[src/markov_page_prefetch_predictor_core_assert.svh]
// Assertion macros shared by the predictor RTL.
// Each macro expects i_clk and i_rst_n in scope.
`ifndef MARKOV_PAGE_PREFETCH_PREDICTOR_CORE_ASSERT_SVH
`define MARKOV_PAGE_PREFETCH_PREDICTOR_CORE_ASSERT_SVH

// Consequent must hold in the same cycle as the antecedent.
`define MKV_ASSERT_SAME(label, ante, cons, msg) \
    label: assert property (@(posedge i_clk) disable iff (!i_rst_n) \
        (ante) |-> (cons)) else $error(msg);

// Consequent must hold in the cycle after the antecedent.
`define MKV_ASSERT_NEXT(label, ante, cons, msg) \
    label: assert property (@(posedge i_clk) disable iff (!i_rst_n) \
        (ante) |=> (cons)) else $error(msg);

`endif

[src/mkv_pkg.sv]
`timescale 1ns / 1ps

package mkv_pkg;

    // Fixed field widths of the transaction payloads
    localparam int PROC_BITS       = 5;
    localparam int PC_BITS         = 12;
    localparam int PAGE_FIELD_BITS = 5;
    localparam int MASK_BITS       = 20;

    typedef struct packed {
        logic [PROC_BITS-1:0] process_index;
        logic                 active;
        logic [PC_BITS-1:0]   pc;
    } t_in_item;

    typedef struct packed {
        logic [PAGE_FIELD_BITS-1:0] current_page;
        logic [MASK_BITS-1:0]       resident_mask;
    } t_out_item;

    // Controller to datapath commands, at most one per cycle
    typedef struct packed {
        logic clear;     // write reset contents at the sweep address
        logic accept;    // capture input transaction
        logic div;       // compute page, read last page
        logic check;     // record last page, read seen row of last page
        logic mark;      // set the new transition bit
        logic row_rd;    // read seen row of current page
        logic row_wr;    // copy it to the snapshot, start mask
        logic scan;      // read one snapshot row
        logic load_out;  // load result register
    } t_cmd;

    // Datapath to controller status
    typedef struct packed {
        logic clear_done;
        logic item_ok;
        logic need_mark;
        logic scan_last;
        logic out_busy;
    } t_stat;

endpackage

[src/mkv_ctrl.sv]
`timescale 1ns / 1ps

// Controller: sequences one transaction at a time through the datapath
module mkv_ctrl (
    input  logic           i_clk,
    input  logic           i_rst_n,
    input  logic           i_valid,
    input  mkv_pkg::t_stat i_stat,
    output logic           o_ready,
    output mkv_pkg::t_cmd  o_cmd
);

    localparam logic [3:0] S_CLEAR = 4'd0;
    localparam logic [3:0] S_IDLE  = 4'd1;
    localparam logic [3:0] S_DIV   = 4'd2;
    localparam logic [3:0] S_CHECK = 4'd3;
    localparam logic [3:0] S_MARK  = 4'd4;
    localparam logic [3:0] S_ROWRD = 4'd5;
    localparam logic [3:0] S_ROWWR = 4'd6;
    localparam logic [3:0] S_SCAN  = 4'd7;
    localparam logic [3:0] S_DRAIN = 4'd8;
    localparam logic [3:0] S_OUT   = 4'd9;

    logic [3:0] r_state;
    logic [3:0] n_state;

    always_ff @(posedge i_clk) begin
        if (!i_rst_n) begin
            r_state <= S_CLEAR;
        end else begin
            r_state <= n_state;
        end
    end

    assign o_ready = (r_state == S_IDLE);

    // Next state and commands
    always_comb begin
        n_state = r_state;
        o_cmd   = '0;
        unique case (r_state)
            S_CLEAR: begin
                o_cmd.clear = 1'b1;
                if (i_stat.clear_done) begin
                    n_state = S_IDLE;
                end
            end
            S_IDLE: begin
                if (i_valid) begin
                    o_cmd.accept = 1'b1;
                    n_state      = S_DIV;
                end
            end
            S_DIV: begin
                o_cmd.div = 1'b1;
                n_state   = S_CHECK;
            end
            S_CHECK: begin
                // inactive, bad process or bad page: drop silently
                if (i_stat.item_ok) begin
                    o_cmd.check = 1'b1;
                    n_state     = i_stat.need_mark ? S_MARK : S_ROWRD;
                end else begin
                    n_state = S_IDLE;
                end
            end
            S_MARK: begin
                o_cmd.mark = 1'b1;
                n_state    = S_ROWRD;
            end
            S_ROWRD: begin
                o_cmd.row_rd = 1'b1;
                n_state      = S_ROWWR;
            end
            S_ROWWR: begin
                o_cmd.row_wr = 1'b1;
                n_state      = S_SCAN;
            end
            S_SCAN: begin
                o_cmd.scan = 1'b1;
                if (i_stat.scan_last) begin
                    n_state = S_DRAIN;
                end
            end
            S_DRAIN: begin
                n_state = S_OUT;
            end
            S_OUT: begin
                if (!i_stat.out_busy) begin
                    o_cmd.load_out = 1'b1;
                    n_state        = S_IDLE;
                end
            end
            default: begin
                n_state = S_IDLE;
            end
        endcase
    end

endmodule
[config.mk]
export PLATFORM = sky130hd
export DESIGN_NAME = mkv_ctrl
export DESIGN_NICKNAME = d
export VERILOG_FILES = /design/src/markov_page_prefetch_predictor_core_assert.svh /design/src/mkv_pkg.sv /design/src/mkv_ctrl.sv
export SDC_FILE = /design/constraint.sdc
export NUM_CORES = 1
export LEC_CHECK = 0
export BUFFER_PORTS_ARGS = -buffer_cell sky130_fd_sc_hd__buf_4
export CAP_MARGIN = 25
export CELL_PAD_IN_SITES_DETAIL_PLACEMENT = 1
export CELL_PAD_IN_SITES_GLOBAL_PLACEMENT = 1
export CORE_AREA = 2 2 39 41
export DETAILED_ROUTE_END_ITERATION = 7
export DIE_AREA = 0 0 41 43
export PLACE_DENSITY_LB_ADDON = 0.25
export SLEW_MARGIN = 10
export SYNTH_ARGS = -nofsm -noshare
export SYNTH_HDL_FRONTEND = slang
export SYNTH_SLANG_ARGS = --single-unit
export TNS_END_PERCENT = 10
[constraint.sdc]
create_clock -name i_clk -period 2 [get_ports i_clk]
set_clock_uncertainty 0.15 [all_clocks]
set_input_delay 0.2 -clock i_clk [delete_from_list [all_inputs] [get_ports i_clk]]
set_output_delay 0.2 -clock i_clk [all_outputs]
set_load 0.1 [all_outputs]
==> results of run 1 <==
-- worst paths after layout --
path / start / to / cells past startpoint
setup / recovery: r_state[1]$_SDFFE_PN0P_ / o_cmd[8] / 3
setup reg to reg: r_state[2]$_SDFFE_PN0P_ / r_state[3]$_SDFFE_PN0P_ / 4
hold reg to reg: r_state[2]$_SDFFE_PN0P_ / r_state[2]$_SDFFE_PN0P_ / 3
hold / removal: i_rst_n / r_state[2]$_SDFFE_PN0P_ / 3
-- report_power, final --
group,switching (W),internal [W]
registers,0.00000822,0.0000849
logic,0.000110,0.0000457
clock network,0.0000287,0.0000668
-- worst max-delay path, stage by stage, from the launching register on --
cell and delay [ns]:
dfxtp_1 0.37, or4_1 0.57, inv_1 0.07, buf_4 0.28
-- placed cells by master, fill, tap and decap left out, drive strengths merged --
cell type   n
buf        21
nand2       5
dfxtp       4
nor3        4
nand2b      3
nor2        3
a21oi       3
clkbuf      3
nor2b       2
inv         2
and3        2
or4         2
nand4b      2
nor3b       2
and4b       1
nor4        1
a31oi       1
o21ai       1
a41oi       1
nand3       1
o21a        1
a311oi      1
-- Yosys cell counts, drive strengths merged, types with 2 or more instances --
| cell | number | share of area (%) |
|---|---|---|
| nor2 | 3 | 3.5 |
| nor3b | 2 | 4.7 |
| nand2 | 5 | 5.8 |
| a21oi | 3 | 4.7 |
| nand4b | 2 | 5.4 |
| nor3 | 4 | 6.2 |
| nand2b | 3 | 5.8 |
| and3 | 2 | 3.9 |
| inv | 2 | 2.3 |
| dfxtp | 4 | 25 |
| buf | 4 | 6.2 |
| nor2b | 2 | 3.9 |
| or4 | 2 | 4.7 |
-- per-stage QoR --
stage,std cells,setup WS [ns],utilization [%],power (W),instance area (um2)
after detailed placement,79,0.372,37.2,0.000251,514
final,82,0.130,38.8,0.000345,537
after global routing,82,0.0443,38.8,0.000368,537
after CTS,82,0.129,38.8,0.000348,537
after global placement,79,0.351,37.2,0.000250,514
after floorplan,46,-0.285,-,0.000210,357
-- cell families (layout without fill, tap and decap cells) --
kind of cell / count (synthesis) / in the layout
and+or+nand+nor: 28 / 28
AOI/OAI and AO/OA: 8 / 8
buffers and inverters: 6 / 26
DFF: 4 / 4
-- layout make-up --
class / count / share of cell area [%]
sequential: 4 / 14.9
clock buffer: 3 / 4.20
timing repair buffer: 21 / 29.4
multi-input combinational: 36 / 46.4
inverter: 2 / 1.40
tap: 16 / 3.73
-- per-layer routing --
metal	routed length, um	track usage (%)	up-vias
met5	0	0	-
met4	0	2.00	0
met3	23	4.71	0
met2	533	21.6	7
met1	491	16.1	206
li1	-	-	212
==> out/qor.yml, run 1 <==
min_path_type: "in -> reg"
diodes: 0
yosys.area_share.simple_pct: 50.6
clock-sinks: 4
critPathMaxFanout: 8
final_nets: 76
synth_compound_area_share_pct: 16.0
die_y_um: 43
multi_input_area_um2: 249
drt-initial-drc-count: 6
cts_setup_buffers: 0
grt_pass1_vias: 396
grt_pass1_wl_um: 1620
drv_cap: 0
die_w_um: 41
finalWirelength_um: 1050
num_vias: 425
setup_violations: 0
hpwl_um: 840
finalCritPeriodShare_pct: 93.5
muxShareOfSynthArea_pct: 0
hold_slack_ns: 0.116
numCtsBuffers: 3
gp_congestion: 0.729
irDropWorstVdd_mv: 0.229
clockBufferDepth: 2
clk_latency_ns: 0.23
synth_top_family_by_area: "simple AND/OR/NAND/NOR gates"
dieArea_um2: 1760
drc: 0
post_drt_wl_per_cell_um: 12.8
register_area_um2: 80.1
ys_warn_count: 0
initial_core_util_pct: 23.2
synth_area_per_cell_um2: 6.99
synth_xor_xnor_area_share_pct: 0
hold_buffers: 0
hold_violations: 0
coreArea_um2: 1380
tritoncts: "yes"
grt_start_max_net_pins: 10
rrSetupSlack_ns: 0.54
synthAdderAreaFrac_pct: 0
antenna_found_initial: 0
area_growth_pct: 66.9
largest_reg_flops: 4
drt_pass1_iterations: 4
synth_area_um2: 322
rsz0062_at_grt: "no"
cp.arrival_ns: 1.52
synth_nets: 54
antenna_left: 0
ys.flop_type: "dfxtp_1"
synth_cell_types: 21
cts_resized: 0
p_leak_nw: 0.245
clk_pin_slew_ns: 0.04
cp-start-kind: "flop"
gr-total-overflow: 0
period_needed_ns: 1.87
regMostFlops: "r_state"
ctsRootBufferMaster: "clkbuf_4"
io_buffers: 17
slew_headroom_pct: 77.2
crit_type: "reg -> out"
worstMarginPinSlew_ns: 0.342
fmax_mhz: 535
nFillCells: 174
async_flop_share_pct: 0
ios: 18
vias_per_cell: 5.18
cp-end-kind: "primary output"
final.setup.tns_ns: 0
grtUsageTotal_pct: 13.2
ys_seq_area_share_pct: 24.9
status: "complete, no violations"
largest_registers: "r_state (4)"
syn_inst: 46
htreeDepth: 1
synth_edf_count: 0
layout-drive-gt1-share_pct: 43.9
required_ns: 1.65
p_per_area_nw_per_um2: 642
slew_violations: 0
ys_ff_latch: 4
rows: 14
Power figures use the tool's default switching activity.
==> run 2, diff against run 1 <==
--- a/config.mk
+++ b/config.mk
@@ -12,6 +12,7 @@
 export CORE_AREA = 2 2 39 41
 export DETAILED_ROUTE_END_ITERATION = 7
 export DIE_AREA = 0 0 41 43
+export GPL_TIMING_DRIVEN = 0
 export PLACE_DENSITY_LB_ADDON = 0.25
 export SLEW_MARGIN = 10
 export SYNTH_ARGS = -nofsm -noshare
==> run 2 against run 1 <==
Largest power group unchanged; hold slack got worse by 0.0062 ns; first-iteration DRC count decreased by 17%; register-to-register slack improved by 0.07 ns; setup slack improved by 0.056 ns; global-route usage increased by 0.30 points; sequential cell count unchanged; clock power increased by 2%; design area decreased by 1.9%.
==> out/qor.yml, run 2 (synthesized netlist as in run 1, its figures left out) <==
grt_pass1_vias: 380  # -4.0%
fmax_mhz: 551  # +3.1%
setup_violations: 0  # unchanged
worstMarginPinSlew_ns: 0.283  # -0.0584 ns
finish.instance_area_um2: 527  # -1.9%
largest_registers: "r_state (4)"
gp_congestion: 0.744  # +2.0%
drt_pass1_iterations: 4  # unchanged
hold_buffers: 0  # unchanged
htreeDepth: 1  # unchanged
critical_path.slowest_cell: "or4_1"
crit_type: "reg -> out"
dr_wl_met2_um: 507  # -4.9%
worst_hold_startpoint: "i_rst_n"
slew_headroom_pct: 81.3  # +4.1 points
hold_violations: 0  # unchanged
wl_met1_um: 481  # -2.0%
area_growth_pct: 63.8
drv_cap: 0  # unchanged
drt-initial-drc-count: 5  # -1
clk_pin_slew_ns: 0.04  # about the same
numCtsBuffers: 3  # unchanged
initial_core_util_pct: 23.2  # unchanged
regMostFlops: "r_state"
dieArea_um2: 1760  # unchanged
antenna_found_initial: 0  # unchanged
cp.arrival_ns: 1.46  # -0.06 ns
num_vias: 413  # -2.8%
clk_latency_ns: 0.23  # about the same
crit-reg2reg-launch: "r_state[3]$_SDFFE_PN0P_"
tritoncts: "yes"
critPathMaxFanout: 9  # +1
diodes: 0  # unchanged
ctsRootBufferMaster: "clkbuf_4"
min_path_type: "in -> reg"
grt_pass1_wl_um: 1680  # +3.8%
die_w_um: 41  # unchanged
cp-end-kind: "primary output"
die_y_um: 43  # unchanged
crit_start: "r_state[3]$_SDFFE_PN0P_"
gr-total-overflow: 0  # unchanged
path_cells: "buf_2, or4_1, inv_1, buf_4"
ios: 18  # unchanged
grtUsageTotal_pct: 13.5  # +0.30 points
top_layer: "met3"
coreArea_um2: 1380  # unchanged
io_buffers: 17  # unchanged
cts_setup_buffers: 0  # unchanged
dr_wl_met3_um: 36  # +57%
vias_per_cell: 5.04  # -2.8%
slew_violations: 0  # unchanged
cts_resized: 0  # unchanged
cp-start-kind: "flop"
cp_top_family: "buffers and inverters"
status: "complete, no violations"
layout_commonest_cell: "buf_4"
largest_reg_flops: 4  # unchanged
final_nets: 76  # unchanged
hpwl_um: 822  # -2.2%
final_cell_mix: "buf_4 (17), nand2_1 (5), buf_2 (4), dfxtp_1 (4)"
antenna_left: 0  # unchanged
irDropWorstVdd_mv: 0.264  # +15%
p_leak_nw: 0.245  # -0.12%
detailed_place.area_um2: 504  # -1.9%
cpPeakStageDelay_ns: 0.43  # -0.14 ns
required_ns: 1.65  # about the same
p_per_area_nw_per_um2: 651  # +1.3%
grt_start_max_net_pins: 11  # +1
rrSetupSlack_ns: 0.61  # +0.07 ns
post_drt_wl_per_cell_um: 12.5  # -2.1%
rsz0062_at_grt: "no"
hold_slack_ns: 0.110  # -0.00621 ns
finalCritPeriodShare_pct: 90.7  # -2.8 points
finalWirelength_um: 1030  # -2.1%
critPathBufInv: 3  # +1
period_needed_ns: 1.81  # -0.0558 ns
clock-sinks: 4  # unchanged
rows: 14  # unchanged
drc: 0  # unchanged
clockBufferDepth: 2  # unchanged
layout-drive-gt1-share_pct: 43.9  # unchanged
-- run 2: cell count changes in the layout (fill, tap and decap cells not counted) --
cell   previous run  this run
buf_2             0         4
buf_4            21        17
-- run 2: final timing paths --
path,endpoint,cells after the start
max reg2reg,r_state[0]$_SDFFE_PN0P_,4
min,r_state[2]$_SDFFE_PN0P_,3
min reg2reg,r_state[1]$_SDFFE_PN0P_,2
max,o_cmd[8],4
-- run 2: metal layers --
metal / vias up / GRT usage [%]
li1: 208 / -
met1: 198 / 18.0
met2: 7 / 20.6
met3: 0 / 3.14
met4: 0 / 4.00
met5: - / 0
-- run 2: cell type report --
cell class	count	area (um2)
buffer	4	20.0
clock buffer	3	22.5
fill	174	857
inverter	2	7.51
multi-input combinational	36	249
sequential	4	80.1
tap	16	20.0
timing repair buffer	17	128
-- run 2: metrics by stage --
step / std cells / util (%) / worst slack, ns / power [W] / setup TNS, ns
final: 82 / 38.1 / 0.186 / 0.000343 / 0
after global routing: 82 / 38.1 / 0.109 / 0.000359 / 0
after CTS: 82 / 38.1 / 0.169 / 0.000346 / 0
after detailed placement: 79 / 36.4 / 0.420 / 0.000248 / 0
after global placement: 79 / 36.4 / 0.425 / 0.000247 / 0
after floorplan: 46 / - / -0.285 / 0.000210 / -0.928
-- run 2: tightest hold or removal path, cell delays in order --
cell     delay (ns)
buf_4          0.12
nand2_1        0.08
a21oi_1        0.04
-- run 2: power breakdown --
part | internal (W) | switching, W | total (W) | leakage, nW
logic | 0.0000428 | 0.000112 | 0.000155 | 0.198
registers | 0.0000848 | 0.00000581 | 0.0000906 | 0.0327
clock network | 0.0000670 | 0.0000301 | 0.0000971 | 0.0138
total | 0.000195 | 0.000148 | 0.000343 | 0.245
==> run 3, diff against run 2 <==
--- a/config.mk
+++ b/config.mk
@@ -14,6 +14,7 @@
 export DIE_AREA = 0 0 41 43
 export GPL_TIMING_DRIVEN = 0
 export PLACE_DENSITY_LB_ADDON = 0.25
+export SETUP_SLACK_MARGIN = 0.2
 export SLEW_MARGIN = 10
 export SYNTH_ARGS = -nofsm -noshare
 export SYNTH_HDL_FRONTEND = slang
==> run 3 against run 2 <==
Critical path type unchanged; global-route usage rose by 1.6 points; sequential share of layout area fell by 2.0 points; register-to-register slack barely moved; die area did not move; highest routed layer unchanged; maximum frequency rose by 5.2%; wire length rose by 1.8%.
==> out/qor.yml, run 3 (synthesized netlist as in run 1, its figures left out) <==
clock-sinks: 4  # unchanged
initial_core_util_pct: 23.2  # unchanged
num_vias: 408  # -1.2%
drt_pass1_iterations: 3  # -1
clk_latency_ns: 0.23  # about the same
period_needed_ns: 1.72  # -0.0903 ns
hold_buffers: 0  # unchanged
regMostFlops: "r_state"
grt_util_met1_pct: 23.2  # +5.1 points
ios: 18  # unchanged
coreArea_um2: 1380  # unchanged
critical_path.slowest_cell: "or4_4"
io_buffers: 17  # unchanged
min_path_type: "in -> reg"
cp-start-kind: "flop"
status: "complete, no violations"
drv_cap: 0  # unchanged
vias_per_cell: 4.98  # -1.2%
p_leak_nw: 0.248  # +1.3%
path_cells: "buf_4, or4_4, inv_2, buf_12"
p_per_area_nw_per_um2: 600  # -7.8%
nFillCells: 167  # -4.0%
cp.arrival_ns: 1.37  # -0.09 ns
final.setup.tns_ns: 0  # unchanged
finalWirelength_um: 1040  # +1.8%
grtUsageMet2_pct: 20.6  # unchanged
critPathMaxFanout: 9  # unchanged
ctsRootBufferMaster: "clkbuf_4"
finalCritPeriodShare_pct: 86.2  # -4.5 points
critPathBufInv: 3  # unchanged
antenna_left: 0  # unchanged
final_nets: 76  # unchanged
placedCellCount: 79  # unchanged
required_ns: 1.65  # about the same
cpPeakStageDelay_ns: 0.43  # about the same
gr-total-overflow: 0  # unchanged
use_met3_pct: 4.71  # +1.6 points
cp_top_family: "simple AND/OR/NAND/NOR gates"
irDropWorstVdd_mv: 0.322  # +22%
drt-initial-drc-count: 7  # +2
antenna_found_initial: 0  # unchanged
crit_type: "reg -> out"
clockBufferDepth: 2  # unchanged
htreeDepth: 1  # unchanged
area_growth_pct: 94.6
die_y_um: 43  # unchanged
tritoncts: "yes"
layout_commonest_cell: "buf_4"
fmax_mhz: 580  # +5.2%
rows: 14  # unchanged
hold_slack_ns: 0.112  # +0.00204 ns
rsz0062_at_grt: "no"
drc: 0  # unchanged
diodes: 0  # unchanged
setup_violations: 0  # unchanged
hold_violations: 0  # unchanged
p_total_w: 0.000375  # +9.5%
post_drt_wl_per_cell_um: 12.7  # +1.8%
grt_start_max_net_pins: 11  # unchanged
grt_pass1_wl_um: 1840  # +9.0%
worstMarginPinSlew_ns: 0.280  # -0.00297 ns
cp-end-kind: "primary output"
clk_pin_slew_ns: 0.04  # about the same
top_usage_layer: "met1"
gp_congestion: 0.711  # -4.4%
numCtsBuffers: 3  # unchanged
largest_registers: "r_state (4)"
grtUsageTotal_pct: 15.1  # +1.6 points
slew_headroom_pct: 81.5  # +0.20 points
final_cell_mix: "buf_4 (12), buf_6 (6), nand2_1 (5)"
die_w_um: 41  # unchanged
dieArea_um2: 1760  # unchanged
layout-drive-gt1-share_pct: 51.5  # +7.6 points
largest_reg_flops: 4  # unchanged
final_cells: 82  # unchanged
slew_violations: 0  # unchanged
hpwl_um: 840  # +2.3%
grt_pass1_vias: 378  # -0.53%
[run 3: cell counts in the layout (fill, tap and decap cells not counted)]
Identical to the previous run, type by type.
[run 3: timing repair]
| item | CTS | global route |
|---|---|---|
| hold endpoints to repair | 0 | 0 |
| setup buffers | 0 | 0 |
| endpoints found under the setup margin | 6 | 8 |
| gates resized for setup | 5 | 20 |
[run 3: metal layers]
metal | vias to the layer above | part of all wire (%)
met1 | 194 | 44
met3 | 0 | 2.2
met2 | 5 | 54
met4 | 0 | 0
li1 | 209 | -
met5 | - | 0
[run 3: layout make-up]
cell class | count | area [um2] | share of cell area [%]
plain buffers | 4 | 37.5 | 6.00
clock buffers | 3 | 22.5 | 3.60
inverters | 2 | 7.51 | 1.20
multi-input cells | 36 | 280 | 44.8
flip-flops and latches | 4 | 82.6 | 13.2
well taps | 16 | 20.0 | 3.20
repair buffers | 17 | 175 | 28.0
[run 3: report_power, final]
| group | internal, W | switching (W) |
|---|---|---|
| clock network | 0.0000668 | 0.0000285 |
| registers | 0.0000854 | 0.00000702 |
| logic | 0.0000669 | 0.000120 |
[run 3: final timing paths]
kind / slack (ns) / cells after the start / to / startpoint
hold / removal: 0.11 / 3 / r_state[1]$_SDFFE_PN0P_ / i_rst_n
setup reg to reg: 0.61 / 4 / r_state[0]$_SDFFE_PN0P_ / r_state[3]$_SDFFE_PN0P_
setup / recovery: 0.28 / 4 / o_cmd[8] / r_state[3]$_SDFFE_PN0P_
hold reg to reg: 0.39 / 2 / r_state[1]$_SDFFE_PN0P_ / r_state[2]$_SDFFE_PN0P_
[run 3: tightest hold or removal path, delay by kind of cell]
kind                   cells  cell delay [ns]
AND/OR/NAND/NOR            1             0.08
buffers and inverters      1             0.12
AO/OA/AOI/OAI              1             0.05
[run 3: through the flow]
step / cell area [um2] / worst slack [ns] / utilization (%)
6_report: 626 / 0.276 / 45.2
3_5_place_dp: 532 / 0.346 / 38.4
4_1_cts: 572 / 0.158 / 41.3
2_1_floorplan: 384 / -0.0361 / -
3_3_place_gp: 532 / 0.370 / 38.4
5_1_grt: 626 / 0.205 / 45.2
